==> config.mk <==
export PLATFORM = sky130hd
export DESIGN_NAME = lfu_cache_policy_flat
export DESIGN_NICKNAME = d
export VERILOG_FILES = /design/src/lfu_pkg.sv /design/src/lfu_stream_if.sv /design/src/lfu_store.sv /design/src/lfu_cache_policy.sv /design/src/flat_wrapper.sv
export SDC_FILE = /design/constraint.sdc
export NUM_CORES = 2
export LEC_CHECK = 0
export ABC_AREA = 1
export BUFFER_PORTS_ARGS = -buffer_cell sky130_fd_sc_hd__buf_2
export CELL_PAD_IN_SITES_DETAIL_PLACEMENT = 0
export CELL_PAD_IN_SITES_GLOBAL_PLACEMENT = 2
export CORE_MARGIN = 1
export CORE_UTILIZATION = 40
export DETAILED_ROUTE_END_ITERATION = 8
export PLACE_DENSITY_LB_ADDON = 0.15
export SLEW_MARGIN = 20
export SYNTH_ARGS = -nofsm -noshare
export SYNTH_HDL_FRONTEND = slang
export SYNTH_SLANG_ARGS = --single-unit
==> constraint.sdc <==
create_clock -name i_clk -period 25.6 [get_ports i_clk]
set_clock_uncertainty 0.2 [all_clocks]
set_input_delay 3.84 -clock i_clk [delete_from_list [all_inputs] [get_ports i_clk]]
set_output_delay 3.84 -clock i_clk [all_outputs]
set_load 0.005 [all_outputs]
==> src/lfu_pkg.sv <==
// Package with shared types and constants for the LFU cache policy block.
`default_nettype none

package lfu_pkg;

    // Default number of entries in the store.
    localparam int unsigned LFU_ENTRIES = 16;

    // Field widths.
    localparam int unsigned CAP_W   = 5;
    localparam int unsigned DATA_W  = 32;
    localparam int unsigned USES_W  = 32;
    localparam int unsigned STAMP_W = 64;

    // Capacity after reset.
    localparam logic [CAP_W-1:0] CAP_RESET = CAP_W'(16);

    // Value returned by a get that misses.
    localparam logic signed [DATA_W-1:0] MISS_VALUE = -DATA_W'(1);

    // Use count given to a freshly inserted entry.
    localparam logic [USES_W-1:0] USES_INIT = USES_W'(1);

    // Request modes.
    localparam logic MODE_GET = 1'b0;
    localparam logic MODE_PUT = 1'b1;

    // Sequencer states.
    typedef enum logic [1:0] {
        ST_IDLE,
        ST_SCAN,
        ST_DRAIN,
        ST_COMMIT
    } t_state;

    // Request payload.
    typedef struct packed {
        logic                     mode;
        logic signed [DATA_W-1:0] key;
        logic signed [DATA_W-1:0] value;
    } t_req;

    // Response payload.
    typedef struct packed {
        logic                     hit;
        logic signed [DATA_W-1:0] read_value;
        logic                     evicted;
        logic signed [DATA_W-1:0] evicted_key;
    } t_rsp;

    // Configuration payload.
    typedef logic [CAP_W-1:0] t_cfg;

    // One stored entry.
    typedef struct packed {
        logic [DATA_W-1:0]  key;
        logic [DATA_W-1:0]  value;
        logic [USES_W-1:0]  uses;
        logic [STAMP_W-1:0] stamp;
    } t_entry;

endpackage

`default_nettype wire

==> src/lfu_stream_if.sv <==
// Valid/ready channel interface used for requests, responses and configuration.
`default_nettype none

interface lfu_stream_if #(
    parameter type t_payload = logic
) ();
    logic     valid;
    logic     ready;
    t_payload payload;

    modport source (output valid, output payload, input ready);
    modport sink   (input valid, input payload, output ready);
endinterface

`default_nettype wire

==> src/lfu_store.sv <==
// Entry memory of the LFU cache: one write port and one registered read port.
`default_nettype none

module lfu_store #(
    parameter int unsigned ENTRIES = lfu_pkg::LFU_ENTRIES,
    parameter int unsigned IDX_W   = (ENTRIES > 1) ? $clog2(ENTRIES) : 1
) (
    input  wire              i_clk,
    input  wire              i_we,
    input  wire  [IDX_W-1:0] i_waddr,
    input  lfu_pkg::t_entry  i_wdata,
    input  wire  [IDX_W-1:0] i_raddr,
    output lfu_pkg::t_entry  o_rdata
);

    lfu_pkg::t_entry r_mem [ENTRIES];
    lfu_pkg::t_entry r_rdata;

    // Write port.
    always_ff @(posedge i_clk) begin
        if (i_we) begin
            r_mem[i_waddr] <= i_wdata;
        end
    end

    // Registered read port.
    always_ff @(posedge i_clk) begin
        r_rdata <= r_mem[i_raddr];
    end

    assign o_rdata = r_rdata;

endmodule

`default_nettype wire

==> src/lfu_cache_policy.sv <==
// Top level of the LFU cache policy block with LRU tie-break.
//
// Usage: requests arrive on i_req (mode, key, value), one response per request
// leaves on o_rsp (hit, read_value, evicted, evicted_key), and the capacity
// register is written through i_cfg, which is always ready.
// Each request is handled by a sequencer that walks every entry through the
// single read port of the entry memory, one entry per cycle, while one shared
// compare path finds the key match, the free slot and the victim (fewest uses,
// then oldest stamp). After the walk, the commit state writes any touched or
// inserted entry to the memory and loads the response register.
// A new request is taken only in the idle state, once the previous one has
// committed, so the pace is set by the one-entry-per-cycle walk over the
// memory read port.
// The response register lets the next request be taken while a response
// waits; if the receiver stalls, the next commit waits until the held
// response is transferred.
// Reset clears all valid bits, the access clock and sets the capacity to 16;
// no clearing pass is needed, so requests are taken right after reset.
`default_nettype none

module lfu_cache_policy #(
    parameter int unsigned ENTRIES = lfu_pkg::LFU_ENTRIES
) (
    input  wire          i_clk,
    input  wire          i_rst_n,
    lfu_stream_if.sink   i_req,
    lfu_stream_if.source o_rsp,
    lfu_stream_if.sink   i_cfg
);

    localparam int unsigned IDX_W = (ENTRIES > 1) ? $clog2(ENTRIES) : 1;
    localparam int unsigned CNT_W = $clog2(ENTRIES + 1);
    localparam int unsigned CMP_W = (CNT_W > lfu_pkg::CAP_W) ? CNT_W : lfu_pkg::CAP_W;

    localparam logic [IDX_W-1:0] LAST_IDX = IDX_W'(ENTRIES - 1);
    localparam logic [CMP_W-1:0] MAX_CAP  = CMP_W'(ENTRIES);

    // Sequencer and capacity.
    lfu_pkg::t_state r_state, n_state;
    logic [lfu_pkg::CAP_W-1:0] r_capacity;

    // Request held during the walk.
    lfu_pkg::t_req r_req;

    // Walk pipeline.
    logic [IDX_W-1:0] r_addr;
    logic [IDX_W-1:0] r_data_idx;
    logic             r_pend;

    // Store state.
    logic [ENTRIES-1:0]         r_valid;
    logic [lfu_pkg::STAMP_W-1:0] r_clock;

    // Walk results.
    logic [CNT_W-1:0]            r_count;
    logic                        r_hit;
    logic [IDX_W-1:0]            r_found_idx;
    logic [lfu_pkg::DATA_W-1:0]  r_found_value;
    logic [lfu_pkg::USES_W-1:0]  r_found_uses;
    logic                        r_have_free;
    logic [IDX_W-1:0]            r_free_idx;
    logic                        r_have_vic;
    logic [IDX_W-1:0]            r_vic_idx;
    logic [lfu_pkg::DATA_W-1:0]  r_vic_key;
    logic [lfu_pkg::USES_W-1:0]  r_vic_uses;
    logic [lfu_pkg::STAMP_W-1:0] r_vic_stamp;

    // Response register.
    lfu_pkg::t_rsp r_rsp;
    logic          r_rsp_valid;

    // Sequencer outputs.
    logic             req_take;
    logic             issue;
    logic             commit;
    logic [IDX_W-1:0] raddr;

    // Memory connections.
    lfu_pkg::t_entry rdata;
    lfu_pkg::t_entry wdata;
    logic            we;
    logic [IDX_W-1:0] waddr;

    // Commit decisions.
    logic [CMP_W-1:0] cap_sat;
    logic             cap_zero;
    logic             is_put;
    logic             evict;
    logic             do_insert;
    logic             do_touch;
    logic [IDX_W-1:0] insert_idx;
    logic [lfu_pkg::USES_W-1:0]  uses_inc;
    logic [lfu_pkg::STAMP_W-1:0] clock_next;

    // Per-entry evaluation.
    logic entry_valid;
    logic key_match;
    logic vic_better;

    lfu_store #(
        .ENTRIES (ENTRIES),
        .IDX_W   (IDX_W)
    ) u_store (
        .i_clk   (i_clk),
        .i_we    (we),
        .i_waddr (waddr),
        .i_wdata (wdata),
        .i_raddr (raddr),
        .o_rdata (rdata)
    );

    // Configuration writes are always taken.
    assign i_cfg.ready = 1'b1;

    always_ff @(posedge i_clk) begin
        if (!i_rst_n) begin
            r_capacity <= lfu_pkg::CAP_RESET;
        end else if (i_cfg.valid) begin
            r_capacity <= i_cfg.payload;
        end
    end

    // Next-state logic of the sequencer.
    always_comb begin
        n_state = r_state;
        unique case (r_state)
            lfu_pkg::ST_IDLE: begin
                if (i_req.valid) begin
                    n_state = lfu_pkg::ST_SCAN;
                end
            end
            lfu_pkg::ST_SCAN: begin
                if (r_addr == LAST_IDX) begin
                    n_state = lfu_pkg::ST_DRAIN;
                end
            end
            lfu_pkg::ST_DRAIN: begin
                n_state = lfu_pkg::ST_COMMIT;
            end
            lfu_pkg::ST_COMMIT: begin
                if (!r_rsp_valid || o_rsp.ready) begin
                    n_state = lfu_pkg::ST_IDLE;
                end
            end
            default: n_state = lfu_pkg::ST_IDLE;
        endcase
    end

    // Output logic of the sequencer.
    always_comb begin
        req_take = 1'b0;
        issue    = 1'b0;
        commit   = 1'b0;
        raddr    = r_addr;
        unique case (r_state)
            lfu_pkg::ST_IDLE:   req_take = i_req.valid;
            lfu_pkg::ST_SCAN:   issue    = 1'b1;
            lfu_pkg::ST_DRAIN:  issue    = 1'b0;
            lfu_pkg::ST_COMMIT: commit   = !r_rsp_valid || o_rsp.ready;
            default:            issue    = 1'b0;
        endcase
    end

    assign i_req.ready = (r_state == lfu_pkg::ST_IDLE);

    always_ff @(posedge i_clk) begin
        if (!i_rst_n) begin
            r_state <= lfu_pkg::ST_IDLE;
        end else begin
            r_state <= n_state;
        end
    end

    // Capture the request.
    always_ff @(posedge i_clk) begin
        if (req_take) begin
            r_req <= i_req.payload;
        end
    end

    // Walk address and read pipeline tracking.
    always_ff @(posedge i_clk) begin
        if (!i_rst_n) begin
            r_addr <= '0;
            r_pend <= 1'b0;
        end else begin
            r_pend <= issue;
            if (req_take) begin
                r_addr <= '0;
            end else if (issue) begin
                r_addr <= r_addr + IDX_W'(1);
            end
        end
    end

    always_ff @(posedge i_clk) begin
        if (issue) begin
            r_data_idx <= r_addr;
        end
    end

    // Shared compare path over the entry just read.
    assign entry_valid = r_valid[r_data_idx];
    assign key_match   = (rdata.key == r_req.key);
    assign vic_better  = !r_have_vic || (rdata.uses < r_vic_uses) ||
                         ((rdata.uses == r_vic_uses) && (rdata.stamp < r_vic_stamp));

    always_ff @(posedge i_clk) begin
        if (!i_rst_n) begin
            r_count     <= '0;
            r_hit       <= 1'b0;
            r_have_free <= 1'b0;
            r_have_vic  <= 1'b0;
        end else if (req_take) begin
            r_count     <= '0;
            r_hit       <= 1'b0;
            r_have_free <= 1'b0;
            r_have_vic  <= 1'b0;
        end else if (r_pend) begin
            if (entry_valid) begin
                r_count <= r_count + CNT_W'(1);
                if (!r_hit && key_match) begin
                    r_hit <= 1'b1;
                end
                if (vic_better) begin
                    r_have_vic <= 1'b1;
                end
            end else begin
                r_have_free <= 1'b1;
            end
        end
    end

    // Payload captured by the compare path.
    always_ff @(posedge i_clk) begin
        if (r_pend) begin
            if (entry_valid) begin
                if (!r_hit && key_match) begin
                    r_found_idx   <= r_data_idx;
                    r_found_value <= rdata.value;
                    r_found_uses  <= rdata.uses;
                end
                if (vic_better) begin
                    r_vic_idx   <= r_data_idx;
                    r_vic_key   <= rdata.key;
                    r_vic_uses  <= rdata.uses;
                    r_vic_stamp <= rdata.stamp;
                end
            end else if (!r_have_free) begin
                r_free_idx <= r_data_idx;
            end
        end
    end

    // Commit decisions.
    assign cap_sat  = (CMP_W'(r_capacity) > MAX_CAP) ? MAX_CAP : CMP_W'(r_capacity);
    assign cap_zero = (cap_sat == '0);
    assign is_put   = (r_req.mode == lfu_pkg::MODE_PUT);
    assign evict    = is_put && !cap_zero && !r_hit && r_have_vic &&
                      (CMP_W'(r_count) >= cap_sat);
    assign do_insert = is_put && !cap_zero && !r_hit && (evict || r_have_free);
    assign do_touch  = r_hit && (!is_put || !cap_zero);
    assign insert_idx = (evict && !(r_have_free && (r_free_idx < r_vic_idx))) ?
                        r_vic_idx : r_free_idx;
    assign uses_inc   = (r_found_uses == '1) ? r_found_uses
                                             : r_found_uses + lfu_pkg::USES_W'(1);
    assign clock_next = r_clock + lfu_pkg::STAMP_W'(1);

    // Memory write of the touched or inserted entry.
    assign we    = commit && (do_touch || do_insert);
    assign waddr = do_touch ? r_found_idx : insert_idx;

    always_comb begin
        wdata.key   = r_req.key;
        wdata.stamp = clock_next;
        if (do_touch) begin
            wdata.value = is_put ? r_req.value : r_found_value;
            wdata.uses  = uses_inc;
        end else begin
            wdata.value = r_req.value;
            wdata.uses  = lfu_pkg::USES_INIT;
        end
    end

    // Valid bits and access clock.
    always_ff @(posedge i_clk) begin
        if (!i_rst_n) begin
            r_valid <= '0;
            r_clock <= '0;
        end else if (commit) begin
            if (do_touch || do_insert) begin
                r_clock <= clock_next;
            end
            if (evict) begin
                r_valid[r_vic_idx] <= 1'b0;
            end
            if (do_insert) begin
                r_valid[insert_idx] <= 1'b1;
            end
        end
    end

    // Response register.
    always_ff @(posedge i_clk) begin
        if (!i_rst_n) begin
            r_rsp_valid <= 1'b0;
        end else if (commit) begin
            r_rsp_valid <= 1'b1;
        end else if (o_rsp.ready) begin
            r_rsp_valid <= 1'b0;
        end
    end

    always_ff @(posedge i_clk) begin
        if (commit) begin
            r_rsp.hit         <= r_hit;
            r_rsp.read_value  <= is_put ? '0 : (r_hit ? r_found_value : lfu_pkg::MISS_VALUE);
            r_rsp.evicted     <= evict;
            r_rsp.evicted_key <= evict ? r_vic_key : '0;
        end
    end

    assign o_rsp.valid   = r_rsp_valid;
    assign o_rsp.payload = r_rsp;

endmodule

`default_nettype wire

==> src/flat_wrapper.sv <==
// flat-port wrapper written by rule: the top's interface ports become plain ports
module lfu_cache_policy_flat 
#(
    parameter int unsigned ENTRIES = lfu_pkg::LFU_ENTRIES
)
  (i_clk, i_rst_n, i_req_valid, i_req_payload, i_req_ready, o_rsp_valid, o_rsp_payload, o_rsp_ready, i_cfg_valid, i_cfg_payload, i_cfg_ready);
  lfu_stream_if #(.t_payload(lfu_pkg::t_req)) i_req_i ();
  lfu_stream_if #(.t_payload(lfu_pkg::t_rsp)) o_rsp_i ();
  lfu_stream_if #(.t_payload(lfu_pkg::t_cfg)) i_cfg_i ();
  input  wire i_clk;
  input  wire i_rst_n;
  input wire logic [$bits(i_req_i.valid)-1:0] i_req_valid;
  input wire logic [$bits(i_req_i.payload)-1:0] i_req_payload;
  output wire logic [$bits(i_req_i.ready)-1:0] i_req_ready;
  output wire logic [$bits(o_rsp_i.valid)-1:0] o_rsp_valid;
  output wire logic [$bits(o_rsp_i.payload)-1:0] o_rsp_payload;
  input wire logic [$bits(o_rsp_i.ready)-1:0] o_rsp_ready;
  input wire logic [$bits(i_cfg_i.valid)-1:0] i_cfg_valid;
  input wire logic [$bits(i_cfg_i.payload)-1:0] i_cfg_payload;
  output wire logic [$bits(i_cfg_i.ready)-1:0] i_cfg_ready;
  assign i_req_i.valid = i_req_valid;
  assign i_req_i.payload = i_req_payload;
  assign i_req_ready = i_req_i.ready;
  assign o_rsp_valid = o_rsp_i.valid;
  assign o_rsp_payload = o_rsp_i.payload;
  assign o_rsp_i.ready = o_rsp_ready;
  assign i_cfg_i.valid = i_cfg_valid;
  assign i_cfg_i.payload = i_cfg_payload;
  assign i_cfg_ready = i_cfg_i.ready;
  lfu_cache_policy #(.ENTRIES(ENTRIES)) u_core (.i_clk(i_clk), .i_rst_n(i_rst_n), .i_req(i_req_i), .o_rsp(o_rsp_i), .i_cfg(i_cfg_i));
endmodule
==> impl_results.md <==
* # Post-CTS Setup Buffers at 0
* Area Growth Syn to Fin at 13.34%
* Detail Route Antenna Nets at 0
* Pwr per Cell Area at ~87 nW/um^2
* Fill count at 27,300
* IO Pins at 144
* CP Depth at 13
* HPWL after DPL at 186,500 um
* Port Buffers at 142
* Ys Warns at 0
* Synth async-reset ratio at 0%
* Commonest non-fill, non-tap cells in the layout: edfxtp_1 (2,899), nor2_1 (1,660), nand2_1 (722)
* Mapped cell area at 123,400 sq um
* Die footprint at 310,800 sq um
* Status: completed
* # rows at about 200
* Vias per cell at 5.416
* Core ar. at 306,300 sq um
* Wire per inst at 25.19 um
* Total grt overflow at 0
* Hold Crit Class: reg2reg
* Unique masters post-synth at 50
* Leading cell type in the layout, fill and taps excluded: edfxtp_1
* Max Slew Vio Count at 0
* Via count at 73,640
* Sequential-to-total area share from yosys stat at around 75%
* Startpoint Class: primary input
* Final setup TNS at 0 ns
* Starting DRT DRC Count at about 6,000
* CP Cell Sequence: buf_2 -> inv_1 -> nand2_1 -> nand2_1 -> inv_4 -> nand3_2 -> o211ai_4 -> nand3_1 -> nor2_4 -> buf_4 -> buf_4 -> buf_4 -> buf_4
* Post-layout util at between 40% and 50%
* CP Class: in2reg
* Syn Area/Cell at around 14 sq um
* Worst Hold Depth at 0
* Vias in the first global route at 72,570
* Non-Filler Instances at 13,600
* Peak Freq at 108.6 MHz
* Clk_lat worst skew at between 0.9 and 1 ns
* Cell family with most CP delay: buffers and inverters
* Slew headroom at 23.18%
* Slowest CP cell: buf_4
* Largest net degree at the start of global routing at 231
* H-tree Lvls at 5
* Inst Count DP at 12,950
* Min Tclk post-route at 9.212 ns
* Global-route wire length before repair at 502,600 um
* Max Cap Violations at 0
* Sum of buffers and inverters on the critical path at 7
* Leak Pwr at approximately 45 nW
* Crit. End Element: flip-flop
* Total Wirelength at 342,500 um
* Final period util at 35.98%
* CTS tree: yes
* Final Setup Violations at 0
* Number of flops mapped to enable cells by yosys at 2,899
* Syn_nets at 9,281
* Critical Path RT at 25.91 ns
* Synth Register Bits at approximately 3,200
* Drc violations at 0
* Chip Width at 557.5 um
* CP max stage delay at 0.84 ns
* R2R cell count at 17
* Most frequent CP cell: buf_4
* Overall Global Routing Usage at 21.78%
* Worst slew pin tran at 1.147 ns
* Layout net count at roughly 9,400
* Arrival time worst endpoint at 9.52 ns
* CP Max Fanout at 45
* RSZ-0062 raised after global routing: false
* Hold Vio Cnt, Final at 0
* Die Y at 557.5 um
* Synth Flop Type: edfxtp_1
* Gpl congestion at approximately 0.8
* Root buf cell: clkbuf_16
* Initial Util at 40.30%
* Clock slew at reported path FFs at ~0.060 ns
* CTS Buffer Depth at 4
* DR pass1 iterations at 5
* Worst VDD drop at 57.33 uV
* Initial antenna violation count at 13
* Share of cells above drive strength 1 at a little under a tenth
* CTS Hold Bufs at 0
* Post-CTS Resized at 0
* Syn Inst Count at slightly above 9,000
* CTS sink count at 3,160
* CTS buffer count at 349
[Yosys cell counts (2+ instances only)]
master    number  area (sq um)
xor2_1        55         481.7
nand3_1      339          1697
o21a_1         3         22.52
o22ai_1        3         18.77
nor4_1        17         106.4
nor2_4         7         78.83
edfxtp_1    2899         87050
nor2_2        10         62.56
a21boi_0       2         15.01
nor3_2         2         20.02
nor3_1        34         170.2
nand2_2        5         31.28
o211ai_1      59         442.9
buf_4          9         67.56
nand3b_1       4         30.03
nand4_1       46         287.8
buf_2        130         650.6
dfxtp_1      261          5225
nand3_2        3         30.03
o32ai_1      374          3276
buf_6          4         45.04
inv_1        382          1434
a21oi_1      147         735.7
mux2i_1      266          2663
o21ai_1       90         450.4
clkbuf_2       2         10.01
inv_2         10         37.54
ha_1         111          1389
xnor2_1       43         376.6
buf_1         42         157.7
o21ai_0      695          3478
a31oi_1        7         43.79
o221ai_1     266          2330
clkbuf_1     345          1295
nand2_1      723          2714
nor2_1      1677          6295
or2_2         10         62.56
[power breakdown]
| part | leakage (nW) | internal, mW | switching, mW |
|---|---|---|---|
| Clock | 5.41 | 2.82 | 2.05 |
| Combinational | 12.0 | 0.369 | 0.905 |
| Sequential | 27.3 | 5.82 | 0.144 |
[per-layer routing]
layer	wire length [um]	global-route usage, %	vias to the layer above
met4	7236	4.763	0
li1	-	-	33840
met2	163900	36.11	1678
met3	14430	2.415	432
met1	156900	30.84	37690
met5	0	0	-
[registers in the layout, indices dropped and copies added (netlist names), 16 cells and up]
| name | cells |
|---|---|
| u_core.r_vic_uses | 32 |
| u_core.r_valid | 16 |
| u_core.r_clock | 64 |
| u_core.r_found_value | 32 |
| u_core.r_found_uses | 32 |
| u_core.u_store.r_mem | 2560 |
| u_core.r_req | 64 |
| u_core.r_vic_key | 32 |
| u_core.u_store.o_rdata | 160 |
| u_core.o_rsp.payload | 66 |
| u_core.r_vic_stamp | 64 |
[kinds of logic after synthesis]
logic type,Yosys count,share of synthesized area (%)
buffers and inverters,924,2.995
XOR/XNOR,99,0.7085
AND/OR/NAND/NOR,2883,9.457
other,1,0.003038
flip-flops,3160,74.75
adder cells (fa/ha/maj),111,1.125
multiplexers,266,2.157
AO/OA/AOI/OAI,1651,8.802
[layout make-up]
type / count / area [sq um] / share of cell area [%]
diodes: 3 / 7.507 / 0.005366
clock buffers: 517 / 9913 / 7.085
clock inverters: 129 / 1205 / 0.8612
inverters: 392 / 1509 / 1.078
multi-input cells: 5011 / 27870 / 19.92
flip-flops and latches: 3160 / 92290 / 65.96
well taps: 4100 / 5130 / 3.666
repair buffers: 284 / 1992 / 1.424
[worst reg2reg max path: stages, from the launching register on]
cell and delay, ns:
dfxtp_1 0.32, nor2_1 0.14, nand2_1 0.07, nand2_1 0.07
nand2_1 0.06, ha_1 0.29, nand2_1 0.05, inv_1 0.05
nand4_1 0.07, nand3_1 0.36, nand3_2 0.40, o211ai_4 0.34
nand3_1 0.47, nor2_4 0.20, buf_4 0.69, buf_4 0.73
buf_4 0.83, buf_4 0.91
[stage by stage]
stage | hold WS (ns) | cell area, sq um | power, mW | setup WS, ns
2_1_floorplan | 0.1855 | 123400 | 6.905 | 11.67
3_3_place_gp | 0.1861 | 128700 | 7.363 | 15.43
3_5_place_dp | 0.1904 | 128700 | 7.375 | 15.32
4_1_cts | 0.1952 | 139800 | 12.26 | 16.29
5_1_grt | 0.2105 | 139900 | 12.56 | 16.10
6_report | 0.2022 | 139900 | 12.11 | 16.39
[final timing paths]
path	startpoint	endpoint	slack, ns
min reg2reg	u_core.u_store.o_rdata[105]$_DFF_P_	u_core.r_found_value[9]$_DFFE_PP_	0.20
max	o_rsp_ready	u_core.u_store.r_mem[13][32]$_DFFE_PP_	16.39
max reg2reg	u_core.r_capacity[2]$_SDFFE_PN0P_	u_core.u_store.r_mem[13][32]$_DFFE_PP_	18.91
min	u_core.u_store.o_rdata[105]$_DFF_P_	u_core.r_found_value[9]$_DFFE_PP_	0.20
Power figures use the tool's default switching activity.
